[config.mk]
export PLATFORM = sky130hd
export DESIGN_NAME = msc_front
export DESIGN_NICKNAME = d
export VERILOG_FILES = /design/src/rtl/msc_pkg.sv /design/src/rtl/msc_fifo.sv /design/src/rtl/msc_front.sv
export SDC_FILE = /design/constraint.sdc
export NUM_CORES = 1
export LEC_CHECK = 0
export BUFFER_PORTS_ARGS = -buffer_cell sky130_fd_sc_hd__buf_2
export CORE_AREA = 5 5 95 97
export CTS_BUF_LIST = sky130_fd_sc_hd__clkbuf_4
export DETAILED_ROUTE_END_ITERATION = 10
export DIE_AREA = 0 0 100 102
export GPL_ROUTABILITY_DRIVEN = 0
export MAX_ROUTING_LAYER = met4
export PLACE_DENSITY = 0.72
export SLEW_MARGIN = 20
export SYNTH_ARGS = -nofsm -noshare
export SYNTH_HDL_FRONTEND = slang
export SYNTH_HIERARCHICAL = 1
export SYNTH_SLANG_ARGS = --single-unit
[constraint.sdc]
create_clock -name clk -period 6.8 [get_ports clk]
set_clock_uncertainty 0.05 [all_clocks]
set_input_delay 2.04 -clock clk [delete_from_list [all_inputs] [get_ports clk]]
set_output_delay 2.04 -clock clk [all_outputs]
set_load 0.01 [all_outputs]
[src/rtl/msc_pkg.sv]
// ----------------------------------------------------------------------------
// msc_pkg: shared types and constants of the multi-pattern byte scanner
// Item layouts, the command passed from front to back, memory entry
// layouts and the back-end state encoding.
// ----------------------------------------------------------------------------
package msc_pkg;

	// field widths fixed by the item layout
	localparam int STATE_W     = 10;
	localparam int SYM_W       = 8;
	localparam int HITS_W      = 11;
	localparam int OUT_TOTAL_W = 48;
	localparam int KIND_W      = 2;

	// input item kinds
	localparam logic [KIND_W-1:0] KIND_SCAN = 2'd0;
	localparam logic [KIND_W-1:0] KIND_GOTO = 2'd1;
	localparam logic [KIND_W-1:0] KIND_NODE = 2'd2;

	typedef struct packed {
		logic [KIND_W-1:0]  kind;
		logic [SYM_W-1:0]   symbol;
		logic [STATE_W-1:0] state_index;
		logic [STATE_W-1:0] target_state;
		logic               target_present;
		logic [HITS_W-1:0]  pattern_hits;
		logic               end_of_text;
	} in_item_t;

	typedef struct packed {
		logic [HITS_W-1:0]      matches_here;
		logic [OUT_TOTAL_W-1:0] total_matches;
		logic [STATE_W-1:0]     state_now;
		logic                   text_done;
	} out_item_t;

	// operation carried by the command queue
	typedef enum logic [1:0] {
		OP_SCAN,
		OP_GOTO_WR,
		OP_NODE_WR
	} op_t;

	typedef struct packed {
		op_t                op;
		logic [SYM_W-1:0]   symbol;
		logic [STATE_W-1:0] state_index;
		logic [STATE_W-1:0] target_state;
		logic               target_present;
		logic [HITS_W-1:0]  pattern_hits;
		logic               end_of_text;
	} cmd_t;

	// goto table entry
	typedef struct packed {
		logic               present;
		logic [STATE_W-1:0] target;
	} goto_entry_t;

	// per-state entry: failure link and hit count
	typedef struct packed {
		logic [STATE_W-1:0] fail;
		logic [HITS_W-1:0]  hits;
	} node_entry_t;

	// back-end walker states
	typedef enum logic [1:0] {
		S_IDLE,
		S_LOOK,
		S_HITS
	} walk_fsm_t;

endpackage

[src/rtl/msc_fifo.sv]
// ----------------------------------------------------------------------------
// msc_fifo: short register queue
// Push/full on the write side, pop/empty on the read side; head is shown
// while not empty.
// ----------------------------------------------------------------------------
module msc_fifo #(
	parameter int WIDTH = 8,
	parameter int DEPTH = 2
) (
	input  logic             clk,
	input  logic             arst_n,
	input  logic             push,
	input  logic [WIDTH-1:0] wdata,
	output logic             full,
	input  logic             pop,
	output logic [WIDTH-1:0] rdata,
	output logic             empty
);

	localparam int PTR_W = (DEPTH > 1) ? $clog2(DEPTH) : 1;
	localparam int CNT_W = $clog2(DEPTH + 1);

	logic [WIDTH-1:0] slot_q [DEPTH];
	logic [PTR_W-1:0] wptr_q, rptr_q;
	logic [CNT_W-1:0] cnt_q;
	logic             do_push, do_pop;

	assign full    = (cnt_q == CNT_W'(DEPTH));
	assign empty   = (cnt_q == '0);
	assign do_push = push && !full;
	assign do_pop  = pop && !empty;
	assign rdata   = slot_q[rptr_q];

	// payload slots
	always_ff @(posedge clk) begin
		if (do_push) begin
			slot_q[wptr_q] <= wdata;
		end
	end

	// pointers and fill count
	always_ff @(posedge clk or negedge arst_n) begin
		if (!arst_n) begin
			wptr_q <= '0;
			rptr_q <= '0;
			cnt_q  <= '0;
		end else begin
			if (do_push) begin
				wptr_q <= (wptr_q == PTR_W'(DEPTH - 1)) ? '0 : wptr_q + PTR_W'(1);
			end
			if (do_pop) begin
				rptr_q <= (rptr_q == PTR_W'(DEPTH - 1)) ? '0 : rptr_q + PTR_W'(1);
			end
			if (do_push && !do_pop) begin
				cnt_q <= cnt_q + CNT_W'(1);
			end else if (do_pop && !do_push) begin
				cnt_q <= cnt_q - CNT_W'(1);
			end
		end
	end

	a_cnt_bound: assert property (@(posedge clk) disable iff (!arst_n)
		cnt_q <= CNT_W'(DEPTH))
		else $error("fifo count beyond depth");

	a_cnt_inc: assert property (@(posedge clk) disable iff (!arst_n)
		(do_push && !do_pop) |=> (cnt_q == $past(cnt_q) + CNT_W'(1)))
		else $error("fifo count did not grow on push");

	a_cnt_dec: assert property (@(posedge clk) disable iff (!arst_n)
		(do_pop && !do_push) |=> (cnt_q == $past(cnt_q) - CNT_W'(1)))
		else $error("fifo count did not shrink on pop");

endmodule

[src/rtl/msc_front.sv]
// ----------------------------------------------------------------------------
// msc_front: item intake and classification
// Decodes the item kind, drops unused kinds and out-of-range writes, and
// queues the remaining commands for the back end.
// ----------------------------------------------------------------------------
module msc_front #(
	parameter int STATE_COUNT = 1024,
	parameter int ALPHABET    = 256
) (
	input  logic              clk,
	input  logic              arst_n,
	input  logic              push,
	input  msc_pkg::in_item_t item,
	output logic              full,
	output logic              cmd_valid,
	output msc_pkg::cmd_t     cmd,
	input  logic              cmd_pop
);

	localparam int CMD_W = $bits(msc_pkg::cmd_t);

	msc_pkg::cmd_t    dec;
	logic             keep;
	logic             idx_ok, sym_ok;
	logic             q_empty;
	logic [CMD_W-1:0] q_rdata;

	assign idx_ok = (32'(item.state_index) < STATE_COUNT);
	assign sym_ok = (32'(item.symbol) < ALPHABET);

	// classify the item
	always_comb begin
		dec.op             = msc_pkg::OP_SCAN;
		dec.symbol         = item.symbol;
		dec.state_index    = item.state_index;
		dec.target_state   = item.target_state;
		dec.target_present = item.target_present;
		dec.pattern_hits   = item.pattern_hits;
		dec.end_of_text    = item.end_of_text;
		keep               = 1'b0;
		unique case (item.kind)
			msc_pkg::KIND_SCAN: begin
				dec.op = msc_pkg::OP_SCAN;
				keep   = 1'b1;
			end
			msc_pkg::KIND_GOTO: begin
				dec.op = msc_pkg::OP_GOTO_WR;
				keep   = idx_ok && sym_ok;
			end
			msc_pkg::KIND_NODE: begin
				dec.op = msc_pkg::OP_NODE_WR;
				keep   = idx_ok;
			end
			default: begin
				keep = 1'b0;
			end
		endcase
	end

	msc_fifo #(
		.WIDTH(CMD_W),
		.DEPTH(2)
	) u_cmd_q (
		.clk   (clk),
		.arst_n(arst_n),
		.push  (push && keep),
		.wdata (dec),
		.full  (full),
		.pop   (cmd_pop),
		.rdata (q_rdata),
		.empty (q_empty)
	);

	assign cmd_valid = !q_empty;
	assign cmd       = msc_pkg::cmd_t'(q_rdata);

endmodule

## After elaboration in Yosys (flattened, before gate mapping)

Memories as Yosys holds them, arrays and structs flattened.
Cells that the tools add are included.

| word-level totals | value |
|---|---|
| memory bits (writable) | 86 |
| memories kept | 1 |
| output and inout port bits | 45 |
| bits in registers | 4 |
| logic and storage cells | 32 |
| input port bits | 47 |

Memory list:

| name | words | bits a word | rd ports | clocked after Yosys merged registers in | write ports | line | RTL |
|---|---|---|---|---|---|---|---|
| u_cmd_q.slot_q | 2 | 43 | 1 | 0 | 1 | msc_fifo.sv:23 | `logic [WIDTH-1:0] slot_q [DEPTH];` |

| cells by class | value |
|---|---|
| equality and inequality tests | 3 |
| mux-type cells | 8 |
| reduce and logical (&&, ||, !) cells | 13 |
| $add $sub $neg | 4 |

Operators with widths:

| operator | count |
|---|---|
| 1-bit logical AND | 5 |
| 1-bit 2-to-1 mux | 5 |
| 2-bit == test, second input constant | 2 |
| 1-bit zero test | 4 |
| 2-bit zero test | 2 |
| 2-bit 2-to-1 mux | 2 |
| 2-bit one-hot mux with 2 select lines | 1 |
| 3-bit OR reduction | 1 |
| 1-bit adder, second input constant | 2 |
| 2-bit by 1-bit adder with 2-bit output, second input constant | 1 |
| 2-bit by 1-bit == test with 1-bit output, second input constant | 1 |
| 2-bit nonzero test | 1 |
| 2-bit by 1-bit subtractor with 2-bit output, second input constant | 1 |

## Longest topological paths before layout

Gate-level depths: netlist of the first run.

| logic depth | value |
|---|---|
| depth after elaboration | 9 |
| gate-level depth with buffers | 7 |
| gate-level depth less buffers | 7 |

## Hierarchy

The synthesis of the first run kept the hierarchy.

By module, submodules not included:

| module | times used | seq. area each (µm²) | area each (µm²) | cells each |
|---|---|---|---|---|
| msc_fifo | 1 | 2,682.6 | 3,500.9 | 153 |
| msc_front | 1 | 0.0 | 26.3 | 4 |

## Worst setup path after synthesis of the first run

Ideal clock, no wire load.

| timing path | value |
|---|---|
| path type | input-to-reg |
| start point | input push |
| end point | memory u_cmd_q/slot_q[0][0] (netlist bit) (enable) |
| data required time | 6.307 ns |
| setup slack | 2.137 ns |
| path buffers | 0 |
| library setup time | 0.443 ns |
| data arrival time | 4.170 ns |
| cell stages on the path | 3 |
| cell sequence | a21boi_0 -> nand2_1 -> nor2_1 |

| on the way | value |
|---|---|
| longest elaborated chain between the ends | 4 |

RTL lines:

| item | line | RTL |
|---|---|---|
| from (decl) | msc_front.sv:12 | `input logic push,` |
| 1-bit logical AND | msc_front.sv:66 | `.push (push && keep),` |
| 1-bit logical AND | msc_fifo.sv:30 | `assign do_push = push && !full;` |
| 1-bit 2-to-1 mux | msc_fifo.sv:36 | `if (do_push) begin` |
| 1-bit 2-to-1 mux (not written as such) | msc_fifo.sv:37 | `slot_q[wptr_q] <= wdata;` |
| to (decl) | msc_fifo.sv:23 |  |

No other way between the ends.

==> results.json, run 1 <==
{
  "status": "finished, final reports clean",
  "hold_class": "flop to flop",
  "vias_per_cell": 4.62,
  "peakVddDrop_mv": 0.221,
  "regToRegEndpoint": "u_cmd_q/slot_q[1][13]$_DFFE_PP_",
  "numCtsBuffers": 9,
  "drv_slew": 0,
  "placementRows": 33,
  "r2r-start": "u_cmd_q/cnt_q[0]$_DFFE_PN0P_",
  "ant_nets": 0,
  "cts-resized-gates": 0,
  "synthArstFlopShare": 0.0444,
  "routedWlPerCell_um": 15.6,
  "clkPwrFrac": 0.173,
  "num_io_pins": 92,
  "diodes": 0,
  "crit_type": "flop to output pin",
  "portBuffers": 91,
  "grt_max_degree": 44,
  "internal_power_uw": 1130,
  "cts_buffer_depth": 2,
  "drv_cap": 0,
  "yosys_warnings": 6,
  "reg2reg_setup_slack_ns": 4.83,
  "p_sw_frac": 0.288,
  "grt_usage": 0.118,
  "wirelength_um": 5680,
  "first_iter_violations": 41,
  "cts_hold_buf": 0,
  "die_w_um": 100,
  "arrival_ns": 2.21,
  "final_net_count": 304,
  "power_frac_comb": 0.331,
  "root_buffer": "clkbuf_4",
  "syn_area_mm2": 0.00353,
  "grt_pass1_vias": 1762,
  "critPathMaxStageDelay_ns": 0.74,
  "areaGrowthSynthToFinish_pct": 18.5,
  "slowest_stage": "dfrtp_2",
  "r2r_cells": 2,
  "ys_types": 18,
  "seqPwrFrac": 0.497,
  "core_region_area_mm2": 0.00805,
  "crit_fanout": 27,
  "min_from": "u_cmd_q/cnt_q[1]$_DFFE_PN0P_",
  "synth-edff-count": 86,
  "worst_pin_slew_ns": 1.06,
  "cts.sinks": 90,
  "firstDrtPassIters": 4,
  "drc": 0,
  "hold_depth": 1,
  "critPathCaptureType": "output pin",
  "fin_crit_ns": 4.30,
  "start_util": 0.438,
  "power_leakage_uw": 0.00168,
  "dieArea_mm2": 0.0102,
  "switching_power_uw": 457,
  "gr-total-overflow": 0,
  "clk_latency_ns": 0.40,
  "cts_setup_buffers": 0,
  "place_hpwl_um": 3890,
  "crit_chain": "buf_4 -> mux2_2 -> buf_2",
  "hold_viol": 0,
  "grt_pass1_wl_um": 8680,
  "synth_cells": 157,
  "required_ns": 4.71,
  "seq_area_frac_synth": 0.761,
  "fmax_mhz": 233,
  "total_power_uw": 1590,
  "antenna_found_initial": 0,
  "tns_ns": 0,
  "hold_end": "u_cmd_q/cnt_q[1]$_DFFE_PN0P_",
  "synthFlopType": "edfxtp_1",
  "powerDensity_mw_per_mm2": 380,
  "die_y_um": 102,
  "htreeDepth": 3,
  "rsz0062_at_grt": "no",
  "synth_seq_cells": 90,
  "synth_nets": 205,
  "critical_path.top_delay_family": "flip-flops",
  "finalSetupViolCount": 0,
  "cts_tree": "done",
  "post-route-period-util": 0.632,
  "cp-start-kind": "flop",
  "slew_headroom": 0.296,
  "clk_pin_slew_ns": 0.11,
  "drive_gt1_frac": 0.592,
  "avgSynthCellArea_um2": 22.5,
  "path_buf_inv": 2,
  "num_vias": 1686
}
-- how the worst max path moves through the flow --
| stage | start | endpoint | slack, ns | cells after the start |
|---|---|---|---|---|
| 2_1_floorplan | push | u_cmd_q/slot_q[0][0]$_DFFE_PP_ | 2.14 | 3 |
| 3_3_place_gp | u_cmd_q/rptr_q$_DFFE_PN0P_ | cmd[25] | 2.92 | 3 |
| 3_5_place_dp | u_cmd_q/rptr_q$_DFFE_PN0P_ | cmd[30] | 2.90 | 3 |
| 4_1_cts | u_cmd_q/rptr_q$_DFFE_PN0P_ | cmd[30] | 2.42 | 3 |
| 5_1_grt | u_cmd_q/rptr_q$_DFFE_PN0P_ | cmd[30] | 2.36 | 3 |
| 6_report | u_cmd_q/rptr_q$_DFFE_PN0P_ | cmd[30] | 2.50 | 3 |
-- area by class of cell --
class                      instances  area (um2)
timing repair buffer              93         470
clock buffer                      12        90.1
multi-input combinational         59         751
tap                              105         131
sequential                        90        2680
fill                             677        3870
clock inverter                     3        41.3
inverter                           3        11.3
-- cell usage after synthesis, drive strengths merged, types with 2 or more instances --
master  number  share of area
xor2         2         0.0050
dfrtp        4          0.028
buf          5          0.026
edfxtp      86           0.73
xnor2        3         0.0075
nor2         3         0.0032
inv          3         0.0032
mux2        43           0.18
-- power groups by stage --
stage | registers [uW] | logic [uW] | clock network [uW]
2_1_floorplan | 769 | 442 | 0
3_3_place_gp | 798 | 534 | 0
3_5_place_dp | 803 | 540 | 0
4_1_cts | 791 | 539 | 287
5_1_grt | 803 | 566 | 310
6_report | 789 | 526 | 274
-- sequential cells by signal (all words and copies together), names as in the netlist --
register / flops
u_cmd_q/cnt_q: 2
u_cmd_q/wptr_q: 1
u_cmd_q/slot_q: 86
u_cmd_q/rptr_q: 1
-- per-layer routing --
layer | up-vias | track usage | routed length [um]
met5 | - | - | 0
met4 | 0 | 0.0684 | 122
met3 | 8 | 0.0259 | 388
met2 | 58 | 0.181 | 2740
met1 | 817 | 0.145 | 2430
li1 | 803 | - | -
-- cell usage in the layout, fill, tap and decap left out --
cell,n
buf_2,91
edfxtp_1,86
mux2_4,39
clkbuf_4,12
mux2_2,4
inv_1,3
xnor2_1,3
dfrtp_1,3
nor2_1,2
xor2_1,2
buf_4,2
and2b_2,1
a21boi_0,1
nor2b_1,1
clkinvlp_4,1
clkinv_1,1
bufinv_16,1
nand2b_1,1
nand2_1,1
o21ai_1,1
and3_2,1
nor2_4,1
ha_1,1
dfrtp_2,1
-- through the flow --
stage	cells	hold WS (ns)	setup WS [ns]	cell area [um2]	util
global route	365	0.522	2.36	4180	0.519
global placement	350	0.461	2.92	4050	0.503
CTS	365	0.484	2.42	4180	0.519
finish	365	0.483	2.50	4180	0.519
detailed placement	350	0.465	2.90	4050	0.503
floorplan	157	0.411	2.14	3530	-
-- cells by family (layout without fill, tap and decap cells) --
family                     Yosys count  count (layout)  share of synthesized area
and+or+nand+nor                      8               8                     0.0121
buffers and inverters                8             111                     0.0291
muxes                               43              43                      0.179
xor gates and xnor gates             5               5                     0.0124
AOI/OAI and AO/OA                    2               2                    0.00355
DFF                                 90              90                      0.761
adders and majority gates            1               1                    0.00355
Note: power is estimated with default switching activity, not from simulation.
==> inputs of run 2 (changes only) <==
clock period = 4.1 ns   (was 6.8 ns; I/O delays follow)
==> results.json, run 2 (synthesis results as in run 1) <==
{
  "status": "finished, final reports clean",
  "grt_max_degree": 44,
  "final_cell_mix": "buf_2 (91), edfxtp_1 (86), mux2_4 (39)",
  "required_ns": 2.82,
  "regMostFlops": "u_cmd_q/slot_q",
  "drc": 0,
  "num_io_pins": 92,
  "crit_fanout": 28,
  "firstDrtPassIters": 4,
  "drive_gt1_frac": 0.589,
  "seqPwrFrac": 0.506,
  "place_hpwl_um": 4110,
  "finalSetupViolCount": 0,
  "clk_pin_slew_ns": 0.12,
  "tns_ns": 0,
  "grt_pass1_vias": 1814,
  "ant_nets": 0,
  "slew_headroom": 0.617,
  "routedWlPerCell_um": 15.9,
  "htreeDepth": 3,
  "diodes": 0,
  "top_regs": "u_cmd_q/slot_q: 86 flops, u_cmd_q/cnt_q: 2 flops",
  "critPathCaptureType": "output pin",
  "clk_latency_ns": 0.40,
  "cts_tree": "done",
  "dp_cells": 352,
  "cp-start-kind": "flop",
  "antenna_found_initial": 0,
  "dpl_cell_area_mm2": 0.00408,
  "cts_setup_buffers": 0,
  "hold_class": "flop to flop",
  "portBuffers": 91,
  "worst_pin_slew_ns": 0.574,
  "gr-total-overflow": 0,
  "largest_reg_flops": 86,
  "p_sw_frac": 0.300,
  "rsz0062_at_grt": "no",
  "switching_power_uw": 774,
  "crit_type": "flop to output pin",
  "first_iter_violations": 62,
  "power_leakage_uw": 0.00168,
  "fin_crit_ns": 3.24,
  "fmax_mhz": 309,
  "power_frac_comb": 0.346,
  "dieArea_mm2": 0.0102,
  "die_y_um": 102,
  "arrival_ns": 1.96,
  "clkPwrFrac": 0.147,
  "grt_pass1_wl_um": 8890,
  "design_area_mm2": 0.00418,
  "numCtsBuffers": 9,
  "stdcell_count": 368,
  "vias_per_cell": 4.61,
  "areaGrowthSynthToFinish_pct": 18.5,
  "cts_buffer_depth": 2,
  "powerDensity_mw_per_mm2": 618,
  "cts-resized-gates": 0,
  "start_util": 0.438,
  "num_vias": 1696,
  "hold_viol": 0,
  "cts.sinks": 90,
  "drv_cap": 0,
  "post-route-period-util": 0.789,
  "core_region_area_mm2": 0.00805,
  "internal_power_uw": 1810,
  "cts_hold_buf": 0,
  "final_util": 0.519,
  "wirelength_um": 5850,
  "peakVddDrop_mv": 0.349,
  "final_net_count": 306,
  "die_w_um": 100,
  "layout_commonest_cell": "buf_2",
  "grt_usage": 0.121,
  "root_buffer": "clkbuf_4",
  "placementRows": 33,
  "drv_slew": 0
}
## run 2: cell types whose count changed in the layout (fill, tap and decap cells not counted), sizes merged
cell / change
buf: +2
bufinv: -1
clkbuf: -3
clkinv: +4
clkinvlp: +1
## run 2: power groups by stage
stage	sequential (uW)	clock [uW]	combinational [uW]
2_1_floorplan	1270	0	734
3_3_place_gp	1320	0	910
3_5_place_dp	1330	0	923
4_1_cts	1310	403	922
5_1_grt	1330	431	967
6_report	1310	380	894
## run 2: metrics by stage
| stage | setup WS [ns] | hold slack, ns | total power [uW] |
|---|---|---|---|
| 2_1_floorplan | 0.247 | 0.411 | 2010 |
| 3_3_place_gp | 1.30 | 0.465 | 2230 |
| 3_5_place_dp | 1.27 | 0.459 | 2250 |
| 4_1_cts | 0.795 | 0.480 | 2630 |
| 5_1_grt | 0.757 | 0.491 | 2720 |
| 6_report | 0.865 | 0.478 | 2580 |
## run 2: worst paths after layout
check,start,endpoint,slack [ns],depth (start not counted)
hold / removal,u_cmd_q/cnt_q[1]$_DFFE_PN0P_,u_cmd_q/cnt_q[1]$_DFFE_PN0P_,0.48,1
hold reg to reg,u_cmd_q/cnt_q[1]$_DFFE_PN0P_,u_cmd_q/cnt_q[1]$_DFFE_PN0P_,0.48,1
max in group asynchronous,arst_n,u_cmd_q/rptr_q$_DFFE_PN0P_,3.30,1
min in group asynchronous,arst_n,u_cmd_q/cnt_q[0]$_DFFE_PN0P_,0.56,1
setup / recovery,u_cmd_q/rptr_q$_DFFE_PN0P_,cmd[30],0.86,3
setup reg to reg,u_cmd_q/cnt_q[0]$_DFFE_PN0P_,u_cmd_q/slot_q[0][5]$_DFFE_PP_,2.39,4
## run 2: metal layers
| metal | GRT usage | part of all wire |
|---|---|---|
| met5 | - | 0 |
| met4 | 0.0653 | 0.020 |
| met3 | 0.0239 | 0.064 |
| met2 | 0.204 | 0.51 |
| met1 | 0.136 | 0.40 |
## run 2: cell type report
cell class | instances | area, um2
Tap cell | 105 | 131
Fill cell | 689 | 3870
Timing Repair Buffer | 95 | 498
Inverter | 3 | 11.3
Sequential cell | 90 | 2680
Clock inverter | 7 | 36.3
Clock buffer | 9 | 67.6
Multi-Input combinational cell | 59 | 751
## run 2: critical path, stage by stage, from the launching register on
cell and delay (ns):
dfrtp_2 0.74, buf_12 0.30, mux2_2 0.37, buf_2 0.14
==> inputs of run 3 (changes only) <==
clock period = 3 ns   (was 4.1 ns; I/O delays follow)
==> results.json, run 3 (synthesis results as in run 1) <==
{
  "largest_reg_flops": 86,
  "grt_pass1_wl_um": 8390,
  "numCtsBuffers": 9,
  "cts_tree": "done",
  "slowest_stage": "dfrtp_2",
  "clk_pin_slew_ns": 0.13,
  "clk_latency_ns": 0.41,
  "wirelength_um": 5530,
  "critPathMaxStageDelay_ns": 0.41,
  "post-route-period-util": 0.844,
  "power_leakage_uw": 0.00170,
  "worst_pin_slew_ns": 0.259,
  "layout_commonest_cell": "buf_2",
  "powerDensity_mw_per_mm2": 861,
  "reg2reg_setup_slack_ns": 1.39,
  "dieArea_mm2": 0.0102,
  "crit_fanout": 31,
  "multi_input_area_um2": 751,
  "peakVddDrop_mv": 0.450,
  "critPathCaptureType": "output pin",
  "num_io_pins": 92,
  "gr-total-overflow": 0,
  "cp-start-kind": "flop",
  "fillers": 661,
  "placementRows": 33,
  "cts.sinks": 90,
  "areaGrowthSynthToFinish_pct": 20.2,
  "slew_headroom": 0.827,
  "portBuffers": 91,
  "core_region_area_mm2": 0.00805,
  "r2r-start": "u_cmd_q/cnt_q[0]$_DFFE_PN0P_",
  "htreeDepth": 3,
  "ant_nets": 0,
  "root_buffer": "clkbuf_4",
  "num_vias": 1694,
  "startpoint": "u_cmd_q/rptr_q$_DFFE_PN0P_",
  "crit_chain": "buf_12 -> mux2_2 -> buf_2",
  "required_ns": 2.05,
  "first_iter_violations": 45,
  "grt_pass1_vias": 1728,
  "final_cell_mix": "buf_2 (91), edfxtp_1 (86), mux2_4 (39)",
  "drv_slew": 0,
  "status": "finished, final reports clean",
  "cts_hold_buf": 0,
  "start_util": 0.438,
  "grt_usage": 0.115,
  "die_w_um": 100,
  "drive_gt1_frac": 0.593,
  "r2r_cells": 6,
  "hold_class": "primary input to async pin",
  "routedWlPerCell_um": 14.9,
  "final_net_count": 306,
  "fin_crit_ns": 2.53,
  "firstDrtPassIters": 4,
  "place_hpwl_um": 3790,
  "cts_buffer_depth": 2,
  "vias_per_cell": 4.57,
  "final-seq-area_mm2": 0.00268,
  "die_y_um": 102,
  "finalSetupViolCount": 0,
  "stdcell_count": 371,
  "drc": 0,
  "cp-endpoint": "cmd[29]",
  "fmax_mhz": 395,
  "drv_cap": 0,
  "hold_viol": 0,
  "rsz0062_at_grt": "no",
  "regMostFlops": "u_cmd_q/slot_q",
  "dp_cells": 352,
  "cts-resized-gates": 0,
  "crit_type": "flop to output pin",
  "grt_max_degree": 44,
  "tns_ns": 0,
  "antenna_found_initial": 2,
  "regToRegEndpoint": "u_cmd_q/cnt_q[1]$_DFFE_PN0P_",
  "cts_setup_buffers": 0,
  "timing.hold.ws_ns": 0.217,
  "top_regs": "u_cmd_q/slot_q: 86 flops, u_cmd_q/cnt_q: 2 flops",
  "arrival_ns": 1.58
}
## run 3: layout make-up
| type | count | share of cell area |
|---|---|---|
| antenna | 3 | 0.00177 |
| inverter | 3 | 0.00266 |
| tap | 105 | 0.0310 |
| clock inverter | 6 | 0.0136 |
| clock buffer | 10 | 0.0177 |
| multi-input combinational | 59 | 0.177 |
| sequential | 90 | 0.633 |
| timing repair buffer | 95 | 0.123 |
## run 3: metal layers
metal | up-vias | part of all wire | track usage
li1 | 813 | - | -
met1 | 821 | 0.39 | 0.127
met2 | 50 | 0.50 | 0.180
met3 | 10 | 0.085 | 0.0403
met4 | 0 | 0.022 | 0.0684
met5 | - | 0 | -
## run 3: worst min path at each step
| stage | cells after the start | startpoint | endpoint |
|---|---|---|---|
| global placement | 1 | u_cmd_q/cnt_q[1]$_DFFE_PN0P_ | u_cmd_q/cnt_q[1]$_DFFE_PN0P_ |
| global route | 1 | arst_n | u_cmd_q/cnt_q[1]$_DFFE_PN0P_ |
| detailed placement | 1 | u_cmd_q/cnt_q[1]$_DFFE_PN0P_ | u_cmd_q/cnt_q[1]$_DFFE_PN0P_ |
| floorplan | 1 | u_cmd_q/wptr_q$_DFFE_PN0P_ | u_cmd_q/wptr_q$_DFFE_PN0P_ |
| finish | 1 | arst_n | u_cmd_q/cnt_q[0]$_DFFE_PN0P_ |
| CTS | 1 | arst_n | u_cmd_q/rptr_q$_DFFE_PN0P_ |
## run 3: where the power goes
group          switching (uW)  total (uW)  internal (uW)
combinational             616        1300            684
sequential               76.7        1720           1650
clock                     368         625            257
total                    1060        3650           2590
## run 3: critical path, delay by kind of cell (launching register included)
family | cells | cell delay, ns
flops | 1 | 0.41
buf+inv | 2 | 0.39
mux | 1 | 0.36
## run 3: per-stage QoR
step | area, um2 | power (uW) | utilization | setup slack, ns
3_5_place_dp | 4100 | 3090 | 0.509 | 0.827
6_report | 4240 | 3650 | 0.527 | 0.467
2_1_floorplan | 3530 | 2740 | - | 0.188
5_1_grt | 4240 | 3850 | 0.526 | 0.386
3_3_place_gp | 4100 | 3070 | 0.509 | 0.868
4_1_cts | 4230 | 3720 | 0.526 | 0.417
